===== src/rtl/fhw_pkg.sv =====
package fhw_pkg;

	localparam logic [2:0] OP_FRAME_START  = 3'd0;
	localparam logic [2:0] OP_FRAME_END    = 3'd1;
	localparam logic [2:0] OP_RECORD_PHASE = 3'd2;
	localparam logic [2:0] OP_GATED_WORK   = 3'd3;
	localparam logic [2:0] OP_WD_TICK      = 3'd4;

	localparam logic [1:0] PAINT_NONE  = 2'd0;
	localparam logic [1:0] PAINT_ALIVE = 2'd1;
	localparam logic [1:0] PAINT_STALE = 2'd2;

	localparam logic [15:0] COLOR_RED   = 16'hF801;
	localparam logic [15:0] COLOR_WHITE = 16'hFFFF;
	localparam logic [15:0] COLOR_BLACK = 16'h0001;

	localparam logic [2:0] REG_HUNG_FRAME_LIMIT   = 3'd0;
	localparam logic [2:0] REG_PERF_WINDOW_FRAMES = 3'd1;
	localparam logic [2:0] REG_STALE_TICK_LIMIT   = 3'd2;
	localparam logic [2:0] REG_DONE_PHASE_COLOR   = 3'd3;
	localparam logic [2:0] REG_OVERLAY_ENABLE     = 3'd4;

	localparam logic [9:0] STREAK_MAX = 10'd1023;
	localparam logic [7:0] STALE_MAX  = 8'd255;

	typedef struct packed {
		logic [2:0]  operation;
		logic        pending_gfx;
		logic [31:0] time_usec;
		logic [31:0] work_usec;
		logic [15:0] phase_color;
		logic        fault_pending;
	} in_item_t;

	typedef struct packed {
		logic [1:0]  paint_action;
		logic [15:0] top_color;
		logic [15:0] band_color;
		logic        write_report;
		logic [31:0] worst_frame_usec;
		logic [31:0] worst_gated_usec;
		logic        task_hung;
		logic        cpu_faulted;
		logic [31:0] heartbeat_count;
		logic [15:0] current_phase;
		logic        overlay_shown;
	} out_item_t;

	typedef struct packed {
		logic [9:0]  hung_frame_limit;
		logic [9:0]  perf_window_frames;
		logic [7:0]  stale_tick_limit;
		logic [15:0] done_phase_color;
		logic        overlay_enable;
	} cfg_t;

endpackage


===== src/rtl/fhw_stream_if.sv =====
interface fhw_stream_if #(
	parameter type T = logic
);
	logic valid;
	logic ready;
	T     data;

	modport source (output valid, output data, input ready);
	modport sink (input valid, input data, output ready);
endinterface


===== src/rtl/frame_health_watchdog_top.sv =====
// Frame health watchdog. Each event item on evt yields exactly one result item on rsp,
// in order. An item is captured in an input register, evaluated against the monitor
// state combinationally, and the result is held in an output register until taken, so
// the block takes one item per cycle unless the output register is full and not taken;
// a result is offered once its item has moved from the input to the output register.
// The only stall is a full output register that the sink has not taken.
// Registers are to be written via cfg_we, cfg_index and cfg_data only while no item is
// in flight; the block does not enforce this. Indexes beyond the list are ignored.
module frame_health_watchdog_top (
	input  logic        clk,
	input  logic        arst_n,
	input  logic        cfg_we,
	input  logic [2:0]  cfg_index,
	input  logic [15:0] cfg_data,
	fhw_stream_if.sink   evt,
	fhw_stream_if.source rsp
);
	import fhw_pkg::*;

	cfg_t      cfg_q;
	in_item_t  item_s1;
	logic      valid_s1;
	out_item_t res;
	out_item_t res_s2;
	logic      valid_s2;
	logic      adv;

	assign adv       = valid_s1 && (!valid_s2 || rsp.ready);
	assign evt.ready = !valid_s1 || adv;
	assign rsp.valid = valid_s2;
	assign rsp.data  = res_s2;

	always_ff @(posedge clk or negedge arst_n) begin
		if (!arst_n) begin
			cfg_q.hung_frame_limit   <= 10'd120;
			cfg_q.perf_window_frames <= 10'd120;
			cfg_q.stale_tick_limit   <= 8'd2;
			cfg_q.done_phase_color   <= 16'd63;
			cfg_q.overlay_enable     <= 1'b0;
		end else if (cfg_we) begin
			unique case (cfg_index)
				REG_HUNG_FRAME_LIMIT:   cfg_q.hung_frame_limit   <= cfg_data[9:0];
				REG_PERF_WINDOW_FRAMES: cfg_q.perf_window_frames <= cfg_data[9:0];
				REG_STALE_TICK_LIMIT:   cfg_q.stale_tick_limit   <= cfg_data[7:0];
				REG_DONE_PHASE_COLOR:   cfg_q.done_phase_color   <= cfg_data;
				REG_OVERLAY_ENABLE:     cfg_q.overlay_enable     <= cfg_data[0];
				default: ;
			endcase
		end
	end

	always_ff @(posedge clk or negedge arst_n) begin
		if (!arst_n) begin
			valid_s1 <= 1'b0;
			valid_s2 <= 1'b0;
		end else begin
			if (evt.valid && evt.ready) valid_s1 <= 1'b1;
			else if (adv)               valid_s1 <= 1'b0;
			if (adv)            valid_s2 <= 1'b1;
			else if (rsp.ready) valid_s2 <= 1'b0;
		end
	end

	always_ff @(posedge clk) begin
		if (evt.valid && evt.ready) item_s1 <= evt.data;
		if (adv)                    res_s2  <= res;
	end

	fhw_core u_core (
		.clk    (clk),
		.arst_n (arst_n),
		.en     (adv),
		.item   (item_s1),
		.cfg    (cfg_q),
		.res    (res)
	);

	// The report request only ever comes with a stale paint.
	assert property (@(posedge clk) disable iff (!arst_n)
		rsp.valid && rsp.data.write_report |-> rsp.data.paint_action == PAINT_STALE)
		else $error("report request without stale paint");

	// Without a paint both colors read as zero.
	assert property (@(posedge clk) disable iff (!arst_n)
		rsp.valid && rsp.data.paint_action == PAINT_NONE
		|-> rsp.data.top_color == 16'd0 && rsp.data.band_color == 16'd0)
		else $error("colors set without paint");

	// Input side stalls only behind a held result.
	assert property (@(posedge clk) disable iff (!arst_n)
		!evt.ready |-> rsp.valid && !rsp.ready)
		else $error("input stalled while output free");
endmodule


===== src/rtl/fhw_core.sv =====
module fhw_core (
	input  logic              clk,
	input  logic              arst_n,
	input  logic              en,
	input  fhw_pkg::in_item_t item,
	input  fhw_pkg::cfg_t     cfg,
	output fhw_pkg::out_item_t res
);
	import fhw_pkg::*;

	logic [31:0] heartbeat_q, heartbeat_n;
	logic        beat_q, beat_n;
	logic [7:0]  stale_q, stale_n;
	logic        report_done_q, report_done_n;
	logic        fault_q, fault_n;
	logic        hung_q, hung_n;
	logic [9:0]  streak_q, streak_n;
	logic [9:0]  window_q, window_n;
	logic [31:0] worst_frame_q, worst_frame_n;
	logic [31:0] worst_gated_q, worst_gated_n;
	logic [31:0] last_time_q, last_time_n;
	logic        last_valid_q, last_valid_n;
	logic [15:0] phase_q, phase_n;

	logic [31:0] interval;
	logic [15:0] rec_color;

	always_comb begin
		heartbeat_n   = heartbeat_q;
		beat_n        = beat_q;
		stale_n       = stale_q;
		report_done_n = report_done_q;
		fault_n       = fault_q;
		hung_n        = hung_q;
		streak_n      = streak_q;
		window_n      = window_q;
		worst_frame_n = worst_frame_q;
		worst_gated_n = worst_gated_q;
		last_time_n   = last_time_q;
		last_valid_n  = last_valid_q;
		phase_n       = phase_q;

		res              = '0;
		interval         = item.time_usec - last_time_q;
		rec_color        = (item.operation == OP_FRAME_END) ? cfg.done_phase_color
		                                                    : item.phase_color;

		case (item.operation)
			OP_FRAME_START: begin
				heartbeat_n = heartbeat_q + 32'd1;
				beat_n      = 1'b1;
				if (!item.pending_gfx) begin
					streak_n = '0;
				end else begin
					if (streak_q != STREAK_MAX) streak_n = streak_q + 10'd1;
					if (streak_n > cfg.hung_frame_limit && !hung_q) begin
						hung_n           = 1'b1;
						res.paint_action = PAINT_STALE;
						res.top_color    = COLOR_RED;
						res.band_color   = fault_q ? COLOR_WHITE : COLOR_BLACK;
					end
				end
				if (last_valid_q) begin
					if (interval > worst_frame_q) worst_frame_n = interval;
					window_n = window_q + 10'd1;
					if (window_n >= cfg.perf_window_frames) begin
						window_n      = '0;
						worst_frame_n = interval;
						worst_gated_n = '0;
					end
				end
				last_time_n  = item.time_usec;
				last_valid_n = 1'b1;
			end
			OP_FRAME_END, OP_RECORD_PHASE: begin
				phase_n = rec_color;
				if (!hung_q && cfg.overlay_enable) begin
					res.paint_action = PAINT_ALIVE;
					res.top_color    = rec_color;
					res.band_color   = rec_color;
				end
			end
			OP_GATED_WORK: begin
				if (item.work_usec > worst_gated_q) worst_gated_n = item.work_usec;
			end
			OP_WD_TICK: begin
				fault_n = fault_q | item.fault_pending;
				if (beat_q) begin
					beat_n  = 1'b0;
					stale_n = '0;
				end else begin
					if (stale_q != STALE_MAX) stale_n = stale_q + 8'd1;
					if (stale_n >= cfg.stale_tick_limit) begin
						res.paint_action = PAINT_STALE;
						res.top_color    = hung_q ? COLOR_RED : phase_q;
						res.band_color   = fault_n ? COLOR_WHITE : COLOR_BLACK;
						if (!report_done_q) begin
							report_done_n    = 1'b1;
							res.write_report = 1'b1;
						end
					end
				end
			end
			default: ;
		endcase

		res.worst_frame_usec = worst_frame_n;
		res.worst_gated_usec = worst_gated_n;
		res.task_hung        = hung_n;
		res.cpu_faulted      = fault_n;
		res.heartbeat_count  = heartbeat_n;
		res.current_phase    = phase_n;
		res.overlay_shown    = cfg.overlay_enable | hung_n;
	end

	always_ff @(posedge clk or negedge arst_n) begin
		if (!arst_n) begin
			heartbeat_q   <= '0;
			beat_q        <= 1'b0;
			stale_q       <= '0;
			report_done_q <= 1'b0;
			fault_q       <= 1'b0;
			hung_q        <= 1'b0;
			streak_q      <= '0;
			window_q      <= '0;
			worst_frame_q <= '0;
			worst_gated_q <= '0;
			last_time_q   <= '0;
			last_valid_q  <= 1'b0;
			phase_q       <= '0;
		end else if (en) begin
			heartbeat_q   <= heartbeat_n;
			beat_q        <= beat_n;
			stale_q       <= stale_n;
			report_done_q <= report_done_n;
			fault_q       <= fault_n;
			hung_q        <= hung_n;
			streak_q      <= streak_n;
			window_q      <= window_n;
			worst_frame_q <= worst_frame_n;
			worst_gated_q <= worst_gated_n;
			last_time_q   <= last_time_n;
			last_valid_q  <= last_valid_n;
			phase_q       <= phase_n;
		end
	end
endmodule


===== src/flat_wrapper.sv =====
// flat-port wrapper written by rule: the top's interface ports become plain ports
module frame_health_watchdog_top_flat import fhw_pkg::*;
  (clk, arst_n, cfg_we, cfg_index, cfg_data, evt_valid, evt_data, evt_ready, rsp_valid, rsp_data, rsp_ready);
  fhw_stream_if #(.T(in_item_t)) evt_i ();
  fhw_stream_if #(.T(out_item_t)) rsp_i ();
  input  logic clk;
  input  logic arst_n;
  input  logic cfg_we;
  input  logic [2:0] cfg_index;
  input  logic [15:0] cfg_data;
  input wire logic [$bits(evt_i.valid)-1:0] evt_valid;
  input wire logic [$bits(evt_i.data)-1:0] evt_data;
  output wire logic [$bits(evt_i.ready)-1:0] evt_ready;
  output wire logic [$bits(rsp_i.valid)-1:0] rsp_valid;
  output wire logic [$bits(rsp_i.data)-1:0] rsp_data;
  input wire logic [$bits(rsp_i.ready)-1:0] rsp_ready;
  assign evt_i.valid = evt_valid;
  assign evt_i.data = evt_data;
  assign evt_ready = evt_i.ready;
  assign rsp_valid = rsp_i.valid;
  assign rsp_data = rsp_i.data;
  assign rsp_i.ready = rsp_ready;
  frame_health_watchdog_top u_core (.clk(clk), .arst_n(arst_n), .cfg_we(cfg_we), .cfg_index(cfg_index), .cfg_data(cfg_data), .evt(evt_i), .rsp(rsp_i));
endmodule

===== config.mk =====
export PLATFORM = sky130hd
export DESIGN_NAME = frame_health_watchdog_top_flat
export DESIGN_NICKNAME = d
export VERILOG_FILES = /design/src/rtl/fhw_pkg.sv /design/src/rtl/fhw_stream_if.sv /design/src/rtl/frame_health_watchdog_top.sv /design/src/rtl/fhw_core.sv /design/src/flat_wrapper.sv
export SDC_FILE = /design/constraint.sdc
export NUM_CORES = 1
export LEC_CHECK = 0
export ABC_AREA = 1
export BUFFER_PORTS_ARGS = -buffer_cell sky130_fd_sc_hd__clkbuf_2
export CORE_ASPECT_RATIO = 1.5
export CORE_MARGIN = 10
export CORE_UTILIZATION = 59
export CTS_CLUSTER_DIAMETER = 120
export DETAILED_ROUTE_END_ITERATION = 7
export HOLD_SLACK_MARGIN = 0.02
export PLACE_DENSITY = 0.8
export SYNTH_ARGS = -nofsm -noshare
export SYNTH_HDL_FRONTEND = slang
export SYNTH_SLANG_ARGS = --single-unit

===== constraint.sdc =====
create_clock -name clk -period 8.31 [get_ports clk]
set_input_delay 0.831 -clock clk [delete_from_list [all_inputs] [get_ports clk]]
set_output_delay 0.831 -clock clk [all_outputs]
set_load 0.01 [all_outputs]

**After elaboration in Yosys (flattened, before gate mapping)**

Cells that the tools add are included.

- Word-level logic and storage cells: 127
- Input bits: 109
- Register bits: 459
- Output and inout port bits: 152

- Reductions and logical operators: 26
- Add/sub/neg operators: 5
- Equality and inequality tests: 10
- Mux-type cells: 39
- Order comparisons: 5
- Bitwise logic cells: 5

Operators by type and width:

| operator | count |
|---|---|
| 32-bit two-way mux | 8 |
| 34-bit case mux with 3 select lines | 1 |
| 16-bit two-way mux | 5 |
| 35-bit two-way mux | 2 |
| 34-bit two-way mux | 2 |
| 32-bit > comparator | 2 |
| 32-bit case mux with 2 select lines | 1 |
| 10-bit two-way mux | 5 |
| 33-bit two-way mux | 1 |
| 32-bit by 1-bit adder with 32-bit output (second input constant) | 1 |
| 8-bit two-way mux | 4 |
| 32-bit subtractor | 1 |
| 10-bit by 1-bit adder with 10-bit output (second input constant) | 2 |
| 2-bit AND reduction | 8 |
| 3-bit by 2-bit equality test with 1-bit output (second input constant) | 4 |
| 10-bit >= comparator | 1 |
| 10-bit > comparator | 1 |
| 10-bit != test (second input constant) | 1 |
| 1-bit two-way mux | 9 |
| 8-bit by 1-bit adder with 8-bit output (second input constant) | 1 |
| 8-bit >= comparator | 1 |
| 8-bit != test (second input constant) | 1 |
| 3-bit by 1-bit equality test with 1-bit output (second input constant) | 2 |
| 3-bit equality test (second input constant) | 2 |
| 12 further kinds | 24 |

**Depth between registers and ports, before layout**

- Depth after elaboration: 10
- Mapped depth: 28
- Gate-level depth less buffers: 27

**Cells and area by module**

A second synthesis with hierarchy kept.

- Cells, all modules: 2,585
- Area, all modules: 23,403.7 sq um

Modules (own cells, without submodules):

| module | times used | cells an instance | seq. area each (sq um) | area an instance (sq um) |
|---|---|---|---|---|
| fhw_core | 1 | 2,133 | 4,429.2 | 14,401.3 |
| frame_health_watchdog_top | 1 | 452 | 8,251.7 | 9,002.4 |

**Worst setup path before layout**

Ideal clock, no wire load.

- Path type: input-to-reg
- From: in rsp_ready
- To: reg u_core.res_s2, in the netlist u_core.rsp.data[0], enable pin
- Data required time: 7.737 ns
- Data arrival time: 5.781 ns
- Library setup time: 0.573 ns
- Stages on the path: 7
- Buffers on the path: 3
- Slack: 1.956 ns
- Path through: inv_1 > nand2_1 > nand2_1 > buf_2 > inv_1 > clkbuf_1 > clkbuf_1

- Word-level cells in the longest chain between the ends: 2

RTL lines:

| element | RTL line | RTL |
|---|---|---|
| start, declared | flat_wrapper.sv:16 | `input wire logic [$bits(rsp_i.ready)-1:0] rsp_ready;` |
| 1-bit logical OR | frame_health_watchdog_top.sv:28 | `assign adv = valid_s1 && (!valid_s2 \|\| rsp.ready);` |
| 1-bit logical AND | frame_health_watchdog_top.sv:28 |  |
| named net u_core.adv | frame_health_watchdog_top.sv:26 | `logic adv;` |
| end signal, assigned | frame_health_watchdog_top.sv:66 | `if (adv) res_s2 <= res;` |
| end, declared | frame_health_watchdog_top.sv:24 | `out_item_t res_s2;` |

The timed path passes the listed nets, and every way through them passes these cells.
A chain may end at the register's enable or synchronous reset.

==> out/results.ini <==
[outcome]
outcome = complete, no violations

[synth]
synth_common_cells = 767 x nand2_1, 376 x inv_1, 235 x edfxtp_1
synthDistinctLibCells = 48
synth.area.top_cells = edfxtp_1 30%, dfrtp_1 22%, nand2_1 12%
yosys.area.top_type = edfxtp_1
synth-async-reset-ratio_pct = 48.8
synth.avg_cell_area_um2 = 8.91
synth_edf_count = 235
synth_most_common_cell = nand2_1
synth_cells = 2658
synthesis.nets = 2895
synth_seq_cells = 459
synth_top_area_share_pct = 29.8
syn-cell-area_um2 = 23700
yosys_most_used_dff = edfxtp_1
yosys_warnings = 0
synth-seq-area-share_pct = 53.5

[sta]
maxClockFrequency_ghz = 0.214
final.period_utilization_pct = 56.2
setup-violations-final = 0
finalHoldViolations = 0
max-slew-margin-rel_pct = 17.8
worstMarginPinSlew_ns = 1.23
rsz0062_at_grt = false
period_minus_slack_ns = 4.67
finClkSkew_ns = 0.0215
fin_setup_tns_ns = 0
maxSlewViolCount = 0

[floorplanning]
placementRows = 89
die_h_um = 265
io_pins = 261
fp.dieW_um = 184
coreArea_um2 = 39500
initial_core_util_pct = 59.9
design.die.area_um2 = 48700

[route]
ant_nets = 0
viasPerCell = 5.54
drt-pass1-iter-count = 6
vias = 19000
dr.first_iter.drc_count = 1313
wl_per_cell_um = 17.4
wl_um = 59600
route.detailed.drc = 0

[placement]
routabilityCongestion = 0.993
dp_hpwl_um = 43700
io_buffers = 260

[critical_path]
path_class = flip-flop to flip-flop
path_cells = inv_1 > ha_1 > inv_1 > fa_1 > nand3_1 > nand3_1 > nand2_1 > nand2_1 > nand3_1 > nand2_1 > xor2_1 > inv_1 > ha_1 > nand2_1 > nor2_1 > nand2_1 > nor4_1 > a21oi_1 > nand2_1 > nand2_1 > nand2_1 > and2_1
critPathMaxFanout = 32
cp-start-kind = flip-flop
r2r_slack_ns = 3.64
endpoint = u_core.rsp.data[90]$_DFFE_PP_
reg2reg_depth = 22
cp-end-kind = flip-flop
crit_path_start = u_core.item_s1[49]$_DFFE_PP_
r2r-start = u_core.item_s1[49]$_DFFE_PP_
cp_slowest_cell = nand2_1
critPathMaxStageDelay_ns = 0.69
critPathRequiredTime_ns = 8.73
cp.arrival_ns = 5.09
cp_common_cell = nand2_1
r2r_end = u_core.rsp.data[90]$_DFFE_PP_

[clocking]
tritoncts = done
root_buffer = clkbuf_16
cts_max_level = 2
holdBufCountCts = 0
numCtsBuffers = 44
cts_resized = 0
clkTransAtPathRegs_ns = 0.06
postCtsSetupRepairBufs = 0
worstSkewPairLatency_ns = 0.56
clockBufferDepth = 3
cts_sinks = 459

[grt]
grt.overflow.total = 0
antenna_found_initial = 0
grt_pass1_vias = 19500
grt_pass1_wl_um = 96000
grt_usage_pct = 24.1
grt_max_degree = 132

[worst_hold_path]
hold_path_class = input pin to async pin

[power]
p_total_mw = 8.56
p_per_area_nw_per_um2 = 320
peakVddDrop_v = 0.000223
p_leak_nw = 13.1

[layout]
drive_gt1_share_pct = 13.4
areaGrowthSynthToFinish_pct = 13.0
n_antenna_cell = 0
num-nets-final = 3137

[flow_run]
drv_cap = 0

worst min path at each step:
stage | to
finish | u_core.u_core.heartbeat_q[27]$_DFFE_PN0P_
global route | u_core.u_core.heartbeat_q[27]$_DFFE_PN0P_
CTS | u_core.u_core.heartbeat_q[20]$_DFFE_PN0P_
detailed placement | u_core.u_core.last_valid_q$_DFFE_PN0P_
global placement | u_core.u_core.last_valid_q$_DFFE_PN0P_
floorplan | u_core.u_core.last_valid_q$_DFFE_PN0P_
worst max-delay path: cells and delay by family (launching register included):
family,cells,cell delay (ns)
and+or+nand+nor,14,2.68
AOI/OAI and AO/OA,1,0.15
buffers and inverters,3,0.21
adders and majority gates,3,0.85
DFF,1,0.36
xor gates and xnor gates,1,0.26
flip-flops by register name, summed over array words and instances, names as in the netlist, 8 cells and up:
signal	flops
u_core.cfg_q	45
u_core.rsp.data	150
u_core.u_core.stale_q	8
u_core.item_s1	85
u_core.u_core.heartbeat_q	32
u_core.u_core.worst_gated_q	32
u_core.u_core.phase_q	16
u_core.u_core.worst_frame_q	32
u_core.u_core.window_q	10
u_core.u_core.last_time_q	32
u_core.u_core.streak_q	10
kinds of logic after synthesis:
kind of cell               Yosys count  share of synthesized area (%)
adders and majority gates          128                           6.79
muxes                               10                          0.475
and+or+nand+nor                   1183                           21.2
xor gates and xnor gates            61                           2.26
buffers and inverters              458                           7.39
AOI/OAI and AO/OA                  359                           8.39
DFF                                459                           53.5
metal layers:
layer  track usage, %  routed length (um)
met1             26.4               22100
met2             43.9               31100
met3             3.81                3410
met4             12.7                3060
met5                0                   0
metrics by stage:
| stage | hold WS, ns | instances | util (%) | cell area [um^2] | setup slack, ns |
|---|---|---|---|---|---|
| 6_report | 0.249 | 3433 | 67.7 | 26800 | 3.64 |
| 5_1_grt | 0.308 | 3433 | 67.7 | 26800 | 3.29 |
| 4_1_cts | 0.299 | 3433 | 67.7 | 26800 | 3.68 |
| 3_5_place_dp | 0.455 | 3354 | 64.3 | 25400 | 3.72 |
| 3_3_place_gp | 0.445 | 3354 | 64.3 | 25400 | 3.84 |
| 2_1_floorplan | 0.433 | 2658 | - | 23700 | 1.96 |
area by class of cell:
| class | count | area, um^2 |
|---|---|---|
| Multi-Input combinational cell | 1741 | 9270 |
| Timing Repair Buffer | 274 | 1420 |
| Fill cell | 3104 | 12800 |
| Sequential cell | 459 | 12700 |
| Inverter | 380 | 1440 |
| Tap cell | 500 | 626 |
| Clock buffer | 64 | 1250 |
| Clock inverter | 15 | 98.8 |
cells in the final DEF, fill, tap and decap left out, drive strengths merged, types with 5 or more instances in the layout:
cell type / instances
mux2: 10
edfxtp: 235
nand3b: 11
a21oi: 93
nand2: 769
nand3: 204
buf: 15
a21o: 5
nor3: 24
ha: 127
o21a: 6
nor2: 113
o31ai: 16
dfrtp: 209
nor4: 7
dfstp: 15
o21ai: 189
o22ai: 6
and2: 33
xor2: 58
a21boi: 32
clkinv: 15
nand4: 21
inv: 378
clkbuf: 323
where the power goes:
part / internal [mW] / switching, mW
sequential: 3.06 / 0.316
clock: 1.07 / 0.842
combinational: 1.16 / 2.11
total: 5.30 / 3.27
(Power assumes the default switching activity.)
